===== config.mk =====
export PLATFORM = sky130hd
export DESIGN_NAME = nfc_host_frame_builder_core
export DESIGN_NICKNAME = d
export VERILOG_FILES = /design/src/nhfb_pkg.sv /design/src/nfc_host_frame_builder_core.sv /design/src/nhfb_queue.sv /design/src/nhfb_front.sv /design/src/nhfb_back.sv
export VERILOG_INCLUDE_DIRS = /design/src /design/src/src
export SDC_FILE = /design/constraint.sdc
export NUM_CORES = 1
export LEC_CHECK = 0
export BUFFER_PORTS_ARGS = -buffer_cell sky130_fd_sc_hd__buf_4
export CELL_PAD_IN_SITES_DETAIL_PLACEMENT = 1
export CELL_PAD_IN_SITES_GLOBAL_PLACEMENT = 1
export CORE_MARGIN = 2
export CORE_UTILIZATION = 48
export DETAILED_ROUTE_END_ITERATION = 12
export PLACE_DENSITY = 0.82
export RECOVER_POWER = 25
export SLEW_MARGIN = 20
export SYNTH_ARGS = -nofsm -noshare
export SYNTH_HDL_FRONTEND = slang
export SYNTH_SLANG_ARGS = --single-unit

===== constraint.sdc =====
create_clock -name clk -period 3.87 [get_ports clk]
set_input_delay 0.9675 -clock clk [delete_from_list [all_inputs] [get_ports clk]]
set_output_delay 0.9675 -clock clk [all_outputs]
set_load 0.005 [all_outputs]

===== src/nfc_host_frame_builder_core_macros.svh =====
// Shared assertion macros; clocked on clk, quiet while rst_n is low.
`ifndef NFC_HOST_FRAME_BUILDER_CORE_MACROS_SVH
`define NFC_HOST_FRAME_BUILDER_CORE_MACROS_SVH

`define NHFB_ASSERT(label, prop, msg) \
    label: assert property (@(posedge clk) disable iff (!rst_n) (prop)) else $error(msg);

`define NHFB_ASSERT_NEVER(label, cond, msg) \
    label: assert property (@(posedge clk) disable iff (!rst_n) !(cond)) else $error(msg);

`endif


===== src/nhfb_pkg.sv =====
`timescale 1ns / 1ps

package nhfb_pkg;

    localparam logic [7:0] SPI_WRITE_BYTE = 8'h01;

    localparam logic [7:0] RST_PREAMBLE  = 8'h00;
    localparam logic [7:0] RST_START_1ST = 8'h00;
    localparam logic [7:0] RST_START_2ND = 8'hFF;
    localparam logic [7:0] RST_FRAME_ID  = 8'hD4;
    localparam logic [7:0] RST_POSTAMBLE = 8'h00;

    typedef enum logic [2:0] {
        REG_PREAMBLE  = 3'd0,
        REG_START_1ST = 3'd1,
        REG_START_2ND = 3'd2,
        REG_FRAME_ID  = 3'd3,
        REG_POSTAMBLE = 3'd4
    } reg_idx_t;

    typedef enum logic [3:0] {
        ST_SPI  = 4'd0,
        ST_PRE  = 4'd1,
        ST_SC1  = 4'd2,
        ST_SC2  = 4'd3,
        ST_LEN  = 4'd4,
        ST_LCS  = 4'd5,
        ST_TFI  = 4'd6,
        ST_CMD  = 4'd7,
        ST_DCS  = 4'd8,
        ST_POST = 4'd9
    } step_t;

    typedef struct packed {
        logic [7:0] cmd;
        logic [7:0] len;
        logic [7:0] dcs;
        logic       first;
        logic       last;
    } frame_rec_t;

    typedef struct packed {
        logic [7:0] preamble;
        logic [7:0] start_first;
        logic [7:0] start_second;
        logic [7:0] frame_id;
        logic [7:0] postamble;
    } cfg_t;

endpackage


===== src/nfc_host_frame_builder_core.sv =====
`timescale 1ns / 1ps
// Host-to-reader information frame builder.
// Command bytes enter on a queue-style channel (push/full) with frame_len,
// is_first and is_last; frame bytes leave on a queue-style channel
// (empty/pop) as out_byte with frame_end on the postamble and run_last on
// the last byte caused by each input transaction.
// A first byte yields ten bytes with is_last (0x01, preamble, start codes,
// LEN, LCS, TFI, command, DCS, postamble), eight without; a middle byte
// yields one, a last byte three. A byte outside a frame is dropped.
// The first byte of a transaction passes the record queue and the output
// register. Throughput: one frame byte per cycle from the sequencer while
// out_byte is popped; input transactions are taken one per cycle until the
// QUEUE_DEPTH-entry record queue between front and sequencer fills.
// A stalled receiver holds the current byte; the queue then fills and full
// rises. Reset restores the register defaults, closes any open frame and
// empties the queue and output stage. Registers sit on the APB port at
// byte offsets 0x00 to 0x10; write them only while the block is idle.
module nfc_host_frame_builder_core #(
    parameter int QUEUE_DEPTH = 4
) (
    input  logic        clk,
    input  logic        rst_n,
    input  logic        psel,
    input  logic        penable,
    input  logic        pwrite,
    input  logic [4:0]  paddr,
    input  logic [31:0] pwdata,
    output logic [31:0] prdata,
    output logic        pready,
    input  logic        push,
    output logic        full,
    input  logic [7:0]  cmd_byte,
    input  logic [7:0]  frame_len,
    input  logic        is_first,
    input  logic        is_last,
    output logic        empty,
    input  logic        pop,
    output logic [7:0]  out_byte,
    output logic        frame_end,
    output logic        run_last
);
    import nhfb_pkg::*;

    cfg_t       cfg_reg;
    frame_rec_t q_wr_data, q_rd_data;
    logic       q_wr, q_rd, q_full, q_empty;
    logic       cfg_wr;
    reg_idx_t   reg_idx;
    logic [7:0] rd_val;

    assign pready  = 1'b1;
    assign cfg_wr  = psel && penable && pwrite && pready;
    assign reg_idx = reg_idx_t'(paddr[4:2]);
    assign full    = q_full;
    assign prdata  = {24'd0, rd_val};

    always_comb
    begin
        case (reg_idx)
            REG_PREAMBLE:  rd_val = cfg_reg.preamble;
            REG_START_1ST: rd_val = cfg_reg.start_first;
            REG_START_2ND: rd_val = cfg_reg.start_second;
            REG_FRAME_ID:  rd_val = cfg_reg.frame_id;
            REG_POSTAMBLE: rd_val = cfg_reg.postamble;
            default:       rd_val = 8'd0;
        endcase
    end

    always_ff @(posedge clk or negedge rst_n)
    begin
        if (!rst_n)
        begin
            cfg_reg.preamble     <= RST_PREAMBLE;
            cfg_reg.start_first  <= RST_START_1ST;
            cfg_reg.start_second <= RST_START_2ND;
            cfg_reg.frame_id     <= RST_FRAME_ID;
            cfg_reg.postamble    <= RST_POSTAMBLE;
        end
        else if (cfg_wr)
        begin
            case (reg_idx)
                REG_PREAMBLE:  cfg_reg.preamble     <= pwdata[7:0];
                REG_START_1ST: cfg_reg.start_first  <= pwdata[7:0];
                REG_START_2ND: cfg_reg.start_second <= pwdata[7:0];
                REG_FRAME_ID:  cfg_reg.frame_id     <= pwdata[7:0];
                REG_POSTAMBLE: cfg_reg.postamble    <= pwdata[7:0];
                default:       cfg_reg <= cfg_reg;
            endcase
        end
    end

    nhfb_front u_front (
        .clk       (clk),
        .rst_n     (rst_n),
        .push      (push),
        .cmd_byte  (cmd_byte),
        .frame_len (frame_len),
        .is_first  (is_first),
        .is_last   (is_last),
        .frame_id  (cfg_reg.frame_id),
        .q_full    (q_full),
        .q_wr      (q_wr),
        .q_wr_data (q_wr_data)
    );

    nhfb_queue #(
        .DEPTH (QUEUE_DEPTH)
    ) u_queue (
        .clk     (clk),
        .rst_n   (rst_n),
        .wr_en   (q_wr),
        .wr_data (q_wr_data),
        .full    (q_full),
        .rd_en   (q_rd),
        .rd_data (q_rd_data),
        .empty   (q_empty)
    );

    nhfb_back u_back (
        .clk       (clk),
        .rst_n     (rst_n),
        .cfg       (cfg_reg),
        .q_empty   (q_empty),
        .q_rd_data (q_rd_data),
        .q_rd      (q_rd),
        .pop       (pop),
        .empty     (empty),
        .out_byte  (out_byte),
        .frame_end (frame_end),
        .run_last  (run_last)
    );

endmodule


===== src/nhfb_queue.sv =====
`timescale 1ns / 1ps

module nhfb_queue #(
    parameter int DEPTH = 4
) (
    input  logic                clk,
    input  logic                rst_n,
    input  logic                wr_en,
    input  nhfb_pkg::frame_rec_t wr_data,
    output logic                full,
    input  logic                rd_en,
    output nhfb_pkg::frame_rec_t rd_data,
    output logic                empty
);
    import nhfb_pkg::*;

    localparam int PW = (DEPTH > 1) ? $clog2(DEPTH) : 1;
    localparam int CW = $clog2(DEPTH + 1);
    localparam logic [PW-1:0] LAST_PTR = PW'(DEPTH - 1);
    localparam logic [CW-1:0] FULL_CNT = CW'(DEPTH);

    frame_rec_t      mem_reg [DEPTH];
    logic [PW-1:0]   wr_ptr_reg, wr_ptr_next;
    logic [PW-1:0]   rd_ptr_reg, rd_ptr_next;
    logic [CW-1:0]   count_reg, count_next;
    logic            do_wr, do_rd;

    assign full    = (count_reg == FULL_CNT);
    assign empty   = (count_reg == '0);
    assign do_wr   = wr_en && !full;
    assign do_rd   = rd_en && !empty;
    assign rd_data = mem_reg[rd_ptr_reg];

    always_comb
    begin
        wr_ptr_next = wr_ptr_reg;
        rd_ptr_next = rd_ptr_reg;
        count_next  = count_reg;
        if (do_wr)
        begin
            wr_ptr_next = (wr_ptr_reg == LAST_PTR) ? '0 : wr_ptr_reg + 1'b1;
        end
        if (do_rd)
        begin
            rd_ptr_next = (rd_ptr_reg == LAST_PTR) ? '0 : rd_ptr_reg + 1'b1;
        end
        if (do_wr && !do_rd)
        begin
            count_next = count_reg + 1'b1;
        end
        else if (do_rd && !do_wr)
        begin
            count_next = count_reg - 1'b1;
        end
    end

    always_ff @(posedge clk or negedge rst_n)
    begin
        if (!rst_n)
        begin
            wr_ptr_reg <= '0;
            rd_ptr_reg <= '0;
            count_reg  <= '0;
        end
        else
        begin
            wr_ptr_reg <= wr_ptr_next;
            rd_ptr_reg <= rd_ptr_next;
            count_reg  <= count_next;
        end
    end

    always_ff @(posedge clk)
    begin
        if (do_wr)
        begin
            mem_reg[wr_ptr_reg] <= wr_data;
        end
    end

endmodule


===== src/nhfb_front.sv =====
`timescale 1ns / 1ps

module nhfb_front (
    input  logic                 clk,
    input  logic                 rst_n,
    input  logic                 push,
    input  logic [7:0]           cmd_byte,
    input  logic [7:0]           frame_len,
    input  logic                 is_first,
    input  logic                 is_last,
    input  logic [7:0]           frame_id,
    input  logic                 q_full,
    output logic                 q_wr,
    output nhfb_pkg::frame_rec_t q_wr_data
);
    import nhfb_pkg::*;

    logic [7:0] data_sum_reg, data_sum_next;
    logic       in_frame_reg, in_frame_next;
    logic [7:0] sum_base;

    always_comb
    begin
        q_wr            = push && !q_full && (is_first || in_frame_reg);
        sum_base        = is_first ? frame_id : data_sum_reg;
        data_sum_next   = sum_base + cmd_byte;
        in_frame_next   = !is_last;
        q_wr_data.cmd   = cmd_byte;
        q_wr_data.len   = frame_len + 8'd1;
        q_wr_data.dcs   = 8'd0 - data_sum_next;
        q_wr_data.first = is_first;
        q_wr_data.last  = is_last;
    end

    always_ff @(posedge clk or negedge rst_n)
    begin
        if (!rst_n)
        begin
            data_sum_reg <= '0;
            in_frame_reg <= 1'b0;
        end
        else if (q_wr)
        begin
            data_sum_reg <= data_sum_next;
            in_frame_reg <= in_frame_next;
        end
    end

endmodule


===== src/nhfb_back.sv =====
`timescale 1ns / 1ps
`include "nfc_host_frame_builder_core_macros.svh"

module nhfb_back (
    input  logic                 clk,
    input  logic                 rst_n,
    input  nhfb_pkg::cfg_t       cfg,
    input  logic                 q_empty,
    input  nhfb_pkg::frame_rec_t q_rd_data,
    output logic                 q_rd,
    input  logic                 pop,
    output logic                 empty,
    output logic [7:0]           out_byte,
    output logic                 frame_end,
    output logic                 run_last
);
    import nhfb_pkg::*;

    step_t      step_reg, step_next, cur_step;
    logic       out_valid_reg, out_valid_next;
    logic [7:0] out_byte_reg, out_byte_next;
    logic       frame_end_reg, frame_end_next;
    logic       run_last_reg, run_last_next;
    logic       out_free, load, last_step;

    assign empty     = !out_valid_reg;
    assign out_byte  = out_byte_reg;
    assign frame_end = frame_end_reg;
    assign run_last  = run_last_reg;

    always_comb
    begin
        out_free       = !out_valid_reg || pop;
        load           = !q_empty && out_free;
        cur_step       = (step_reg == ST_SPI && !q_rd_data.first) ? ST_CMD : step_reg;
        last_step      = (cur_step == ST_POST) || (cur_step == ST_CMD && !q_rd_data.last);
        step_next      = step_reg;
        out_byte_next  = out_byte_reg;
        frame_end_next = frame_end_reg;
        run_last_next  = run_last_reg;
        out_valid_next = out_valid_reg && !pop;
        q_rd           = load && last_step;
        case (cur_step)
            ST_SPI:  out_byte_next = SPI_WRITE_BYTE;
            ST_PRE:  out_byte_next = cfg.preamble;
            ST_SC1:  out_byte_next = cfg.start_first;
            ST_SC2:  out_byte_next = cfg.start_second;
            ST_LEN:  out_byte_next = q_rd_data.len;
            ST_LCS:  out_byte_next = 8'd0 - q_rd_data.len;
            ST_TFI:  out_byte_next = cfg.frame_id;
            ST_CMD:  out_byte_next = q_rd_data.cmd;
            ST_DCS:  out_byte_next = q_rd_data.dcs;
            ST_POST: out_byte_next = cfg.postamble;
            default: out_byte_next = SPI_WRITE_BYTE;
        endcase
        case (cur_step)
            ST_SPI:  step_next = ST_PRE;
            ST_PRE:  step_next = ST_SC1;
            ST_SC1:  step_next = ST_SC2;
            ST_SC2:  step_next = ST_LEN;
            ST_LEN:  step_next = ST_LCS;
            ST_LCS:  step_next = ST_TFI;
            ST_TFI:  step_next = ST_CMD;
            ST_CMD:  step_next = q_rd_data.last ? ST_DCS : ST_SPI;
            ST_DCS:  step_next = ST_POST;
            ST_POST: step_next = ST_SPI;
            default: step_next = ST_SPI;
        endcase
        frame_end_next = (cur_step == ST_POST);
        run_last_next  = last_step;
        if (!load)
        begin
            step_next      = step_reg;
            out_byte_next  = out_byte_reg;
            frame_end_next = frame_end_reg;
            run_last_next  = run_last_reg;
        end
        else
        begin
            out_valid_next = 1'b1;
        end
    end

    always_ff @(posedge clk or negedge rst_n)
    begin
        if (!rst_n)
        begin
            step_reg      <= ST_SPI;
            out_valid_reg <= 1'b0;
        end
        else
        begin
            step_reg      <= step_next;
            out_valid_reg <= out_valid_next;
        end
    end

    always_ff @(posedge clk)
    begin
        out_byte_reg  <= out_byte_next;
        frame_end_reg <= frame_end_next;
        run_last_reg  <= run_last_next;
    end

    `NHFB_ASSERT(a_end_is_run_last, out_valid_reg && frame_end_reg |-> run_last_reg, "postamble not last of run")
    `NHFB_ASSERT(a_pop_restarts, q_rd |=> step_reg == ST_SPI, "sequencer not rewound after record")
    `NHFB_ASSERT_NEVER(a_pop_without_load, q_rd && !load, "record dropped without output")

endmodule

# After elaboration in Yosys (flattened, before gate mapping)
# Memories as Yosys holds them, arrays and structs flattened.
# Index checks and enable logic that the tools add are counted.
# classes
n_addsub	8
reduce_logical	35
n_eq_ne	16
muxes	13
# op_table
operator	count
one-hot mux 8 bit (9 select lines)	1
one-hot mux 8 bit (5 select lines)	1
one-hot mux 4 bit (9 select lines)	1
== test 4 x 3 -> 1 bit (second input constant)	4
subtractor 1 x 8 -> 8 bit (first input constant)	2
logical AND 1 bit	13
AND reduction 2 bit	5
logical NOT 1 bit	9
adder 8 x 1 -> 8 bit (second input constant)	1
adder 8 bit	1
== test 4 x 2 -> 1 bit (second input constant)	2
== test 4 bit (second input constant)	2
logical NOT 4 bit	2
2-to-1 mux 4 bit	2
2-to-1 mux 8 bit	1
== test 3 x 2 -> 1 bit (second input constant)	2
== test 3 bit (second input constant)	2
logical NOT 3 bit	2
2-to-1 mux 3 bit	2
adder 2 x 1 -> 2 bit (second input constant)	2
== test 2 bit (second input constant)	2
== test 4 x 1 -> 1 bit (second input constant)	1
2-to-1 mux 2 bit	2
adder 3 x 1 -> 3 bit (second input constant)	1
5 further kinds	9
# word_totals
output_inout_bits	45
ff_bits	71
ram_bits	104
memories	1
# mem_list
name	depth	width	read_ports	rd_clocked_by_memory_dff	wr	line	source
u_queue.mem_reg	4	26	1	0	1	nhfb_queue.sv:22	frame_rec_t mem_reg [DEPTH];

# Logic depth before layout (Yosys ltp)
# An unclocked memory read counts as a cell.
# logic_depth
ltp_word	12
depth_mapped	13
ltp_nobuf	11

# Hierarchy
# A second synthesis with hierarchy kept.
# unflattened
hier_cells	628
hier_area_um2	8883.5
# modules_own_cells
mod	n_inst	cells_per_inst	area_per_inst_um2
nhfb_queue	1	173	4200.3
nfc_host_frame_builder_core	1	160	2122.0
nhfb_back	1	173	1488.9
nhfb_front	1	122	1072.3

# Least setup slack after synthesis
# Ideal clock, no wire load.
# synth_path
path_kind	input-to-reg
startpoint	input is_first
endpoint	memory u_queue.mem_reg[0][9] (netlist name), data pin
path_slack_ns	0.334
cell_stages	11
required_ns	3.595
setup_ns	0.275
n_path_buf	1
arrival_time_ns	3.261
cell_sequence	clkbuf_1 -> mux2_2 -> ha_1 -> inv_1 -> fa_1 -> nand2b_1 -> a21oi_1 -> xnor2_1 -> or3_1 -> nor3_1 -> xnor2_1
# synth_rtl
item	line	source
start, declared	nfc_host_frame_builder_core.sv:34	input logic is_first,
end, declared	nhfb_queue.sv:22	

==> impl_metrics.csv <==
group,metric,value,unit
logic_synthesis,seq_area_frac_synth,58.3,%
finish,nets,735,
setup_path,critPathKind,"in2reg",
detailed_routing,wirelength,21.4,mm
timing,hold_viol,0,
grt,grt_usage,24.3,%
logic_synthesis,synth_top_area_share,40.2,%
timing,finalSetupViolations,0,
timing,tightest_slew,1.57,ns
setup_path,crit_arrival,3.61,ns
clocking,cts_sinks,175,
clocking,cts_hold_buf,0,
logic_synthesis,synth_seq_cells,175,
flow_run,max-cap-violations,1,
logic_synthesis,yosys-top-cells-count,"edfxtp_1, mux2_2, dfrtp_1",
setup_path,critPathSlowestCell,"or3_1",
detailed_routing,vias_per_cell,6.04,
logic_synthesis,synth_top_family_by_area,"multiplexers",
clocking,cts_made_buffers,17,
grt,grt_pass1_vias,5633,
clocking,cts_resized,0,
setup_path,crit_path_start_kind,"primary input",
setup_path,cpMostUsedCell,"xnor2_1",
floorplanning,num_rows,48,
finish,final_util,55.6,%
finish,largest_reg_flops,104,
setup_path,r2r_slack,0.75,ns
timing,fin_crit_sh,89.3,%
run_status,status,"finished with violations",
logic_synthesis,synthMuxAreaShare,16.7,%
timing,tns,0,ns
logic_synthesis,yosys.area.top_type,"edfxtp_1",
timing,min_period,3.45,ns
timing,slew_violations,62,
logic_synthesis,synthAdderAreaFrac,2.82,%
finish,fillers,1709,
grt,grt_start_max_net_pins,62,
clocking,clkLatencyLatePin,0.44,ns
power_and_ir_drop,power_density,748,nW/um2
grt,grt_pass1_wl,33.1,mm
place,gp_congestion,0.868,
logic_synthesis,synth_xor_area_share,2.78,%
detailed_routing,wl_per_cell,24.0,um
logic_synthesis,synthTopCellsByArea,"edfxtp_1, dfrtp_1, mux2_2",
setup_path,cp_cell_sequence,"clkbuf_1 -> mux2_2 -> ha_1 -> inv_1 -> fa_1 -> nand2b_1 -> a21oi_1 -> xnor2_1 -> or3_1 -> nor3_1 -> xnor2_1",
floorplanning,die_h,137,um
finish,multi_input_area,3200,um2
detailed_routing,dr.pass1.iters,7,
setup_path,worstPathMaxFanout,4,
floorplanning,coreArea,17300,um2
logic_synthesis,syn-cell-area,8510,um2
logic_synthesis,synth_enable_flop_cells,114,
floorplanning,die-area,18800,um2
place,dp_worst_setup_slack,0.202,ns
clocking,tritoncts,"built",
timing,fin_worst_skew,0.00842,ns
logic_synthesis,yosysMostFrequentCell,"edfxtp_1",
clocking,postCtsSetupRepairBufs,0,
detailed_routing,drc,0,
grt,antenna_found_initial,2,
logic_synthesis,yosys_warnings,0,
clocking,htree_levels,4,
detailed_routing,via_count,5395,
floorplanning,chipWidth,137,um
setup_path,slowest_delay,0.42,ns
finish,area_delta_synth_final,12.9,%
run_status,violations,"capacitance limit, slew limit",
clocking,clockBufferDepth,2,
finish,regArea,4960,um2
timing,relSlewSlack,-4.44,%
clocking,clkTransAtPathRegs,0.07,ns
finish,n_antenna_cell,0,
logic_synthesis,synth-main-ff-cell,"edfxtp_1",
logic_synthesis,synth_cells,596,
grt,grt.overflow.total,0,
timing,holdWs,0.497,ns
finish,drive_gt1_share,26.9,%
hold_path,holdCritPathClass,"reg2reg",
setup_path,critPathRequiredTime,4.03,ns
place,portBuffers,55,
timing,rsz0062_at_grt,"false",
timing,layout_setup_ws,0.415,ns
power_and_ir_drop,leakage,3.73,nW
detailed_routing,drt-initial-drc-count,461,
logic_synthesis,synthSimpleGateAreaFrac,6.67,%
clocking,clockRootBuffer,"clkbuf_16",
floorplanning,start_util,49.2,%
place,dp_hpwl,14.7,mm
setup_path,endpoint_kind,"flop",
detailed_routing,drtAntennaViolNets,0,
floorplanning,io_pins,107,
power_and_ir_drop,ir_worst_vdd,441,uV
logic_synthesis,ys_types,62,
timing,fmaxAchievable,289,MHz
logic_synthesis,synth_compound_area_share,7.52,%
logic_synthesis,avgSynthCellArea,14.3,um2
logic_synthesis,synthArstFlopShare,34.9,%
-- layout make-up --
cell class | count | share of cell area [%]
timing repair buffer | 67 | 4.78
tap | 225 | 2.93
sequential | 175 | 51.6
clock buffer | 20 | 4.65
clock inverter | 12 | 1.90
multi-input combinational | 374 | 33.3
inverter | 20 | 0.781
-- layer usage --
layer / part of all wire (%) / up-vias / track usage, % / wire [um]
li1: - / 2332 / - / -
met1: 40 / 2805 / 30.9 / 8640
met2: 50 / 210 / 39.7 / 10800
met3: 6.4 / 48 / 6.44 / 1380
met4: 2.9 / 0 / 9.68 / 625
met5: 0 / - / 0 / 0
-- power breakdown --
part / leakage [nW] / total (mW) / switching [mW] / internal (mW)
registers: 1.78 / 2.85 / 0.271 / 2.58
clock network: 0.298 / 1.84 / 0.737 / 1.10
logic: 1.65 / 2.50 / 1.43 / 1.06
-- metrics by stage --
| stage | area, um2 | total power, mW | std cells |
|---|---|---|---|
| 2_1_floorplan | 8600 | 4.54 | 619 |
| 3_3_place_gp | 9030 | 5.15 | 861 |
| 3_5_place_dp | 9030 | 5.34 | 861 |
| 4_1_cts | 9660 | 7.21 | 893 |
| 5_1_grt | 9610 | 7.54 | 893 |
| 6_report | 9610 | 7.19 | 893 |
-- kinds of logic (layout without fill, tap and decap cells) --
family / Yosys count / in the layout
AOI/OAI and AO/OA: 90 / 90
xor gates and xnor gates: 27 / 27
adders and majority gates: 18 / 18
buffers and inverters: 70 / 119
DFF: 175 / 175
muxes: 98 / 98
other: 2 / 25
and+or+nand+nor: 116 / 116
-- layout by cell type (no fill, tap or decap), types with 4 or more instances in the layout --
| master | count |
|---|---|
| o21ai_0 | 21 |
| nor2_1 | 29 |
| mux4_2 | 19 |
| conb_1 | 25 |
| bufinv_16 | 4 |
| xnor2_1 | 15 |
| nor3_1 | 4 |
| nor4_1 | 4 |
| and2_1 | 5 |
| dfrtp_1 | 49 |
| xor2_1 | 12 |
| nand2b_1 | 4 |
| ha_1 | 16 |
| nor2b_1 | 8 |
| buf_4 | 55 |
| clkbuf_16 | 17 |
| a22oi_1 | 4 |
| mux2_2 | 52 |
| a32oi_1 | 4 |
| mux2i_1 | 17 |
| inv_6 | 4 |
| nand2_1 | 35 |
| nand3_1 | 11 |
| dfstp_2 | 12 |
| mux4_1 | 8 |
| clkbuf_1 | 13 |
| inv_1 | 20 |
| o22ai_1 | 9 |
| a22o_1 | 11 |
| edfxtp_1 | 114 |
| a21oi_1 | 16 |
-- path summary, 6_finish.rpt --
kind                                                     start  depth (start not counted)                             endpoint
setup / recovery                                      is_first                         11      u_queue.mem_reg[2][9]$_DFFE_PP_
hold / removal             u_front.data_sum_reg[5]$_DFFE_PN0P_                          2  u_front.data_sum_reg[5]$_DFFE_PN0P_
setup reg to reg                        cfg_reg[8]$_DFFE_PN0P_                         10      u_queue.mem_reg[2][9]$_DFFE_PP_
hold reg to reg            u_front.data_sum_reg[5]$_DFFE_PN0P_                          2  u_front.data_sum_reg[5]$_DFFE_PN0P_
max in group asynchronous                                rst_n                          1              cfg_reg[29]$_DFFE_PN0P_
min in group asynchronous                                rst_n                          1              cfg_reg[26]$_DFFE_PN0P_
-- critical path: cells and delay by family --
family | cells | cell delay (ns)
muxes | 1 | 0.23
and+or+nand+nor | 3 | 0.79
AOI/OAI and AO/OA | 1 | 0.30
buffers and inverters | 2 | 0.33
adders and majority gates | 2 | 0.61
xor gates and xnor gates | 2 | 0.36
Power figures use the tool's default switching activity.
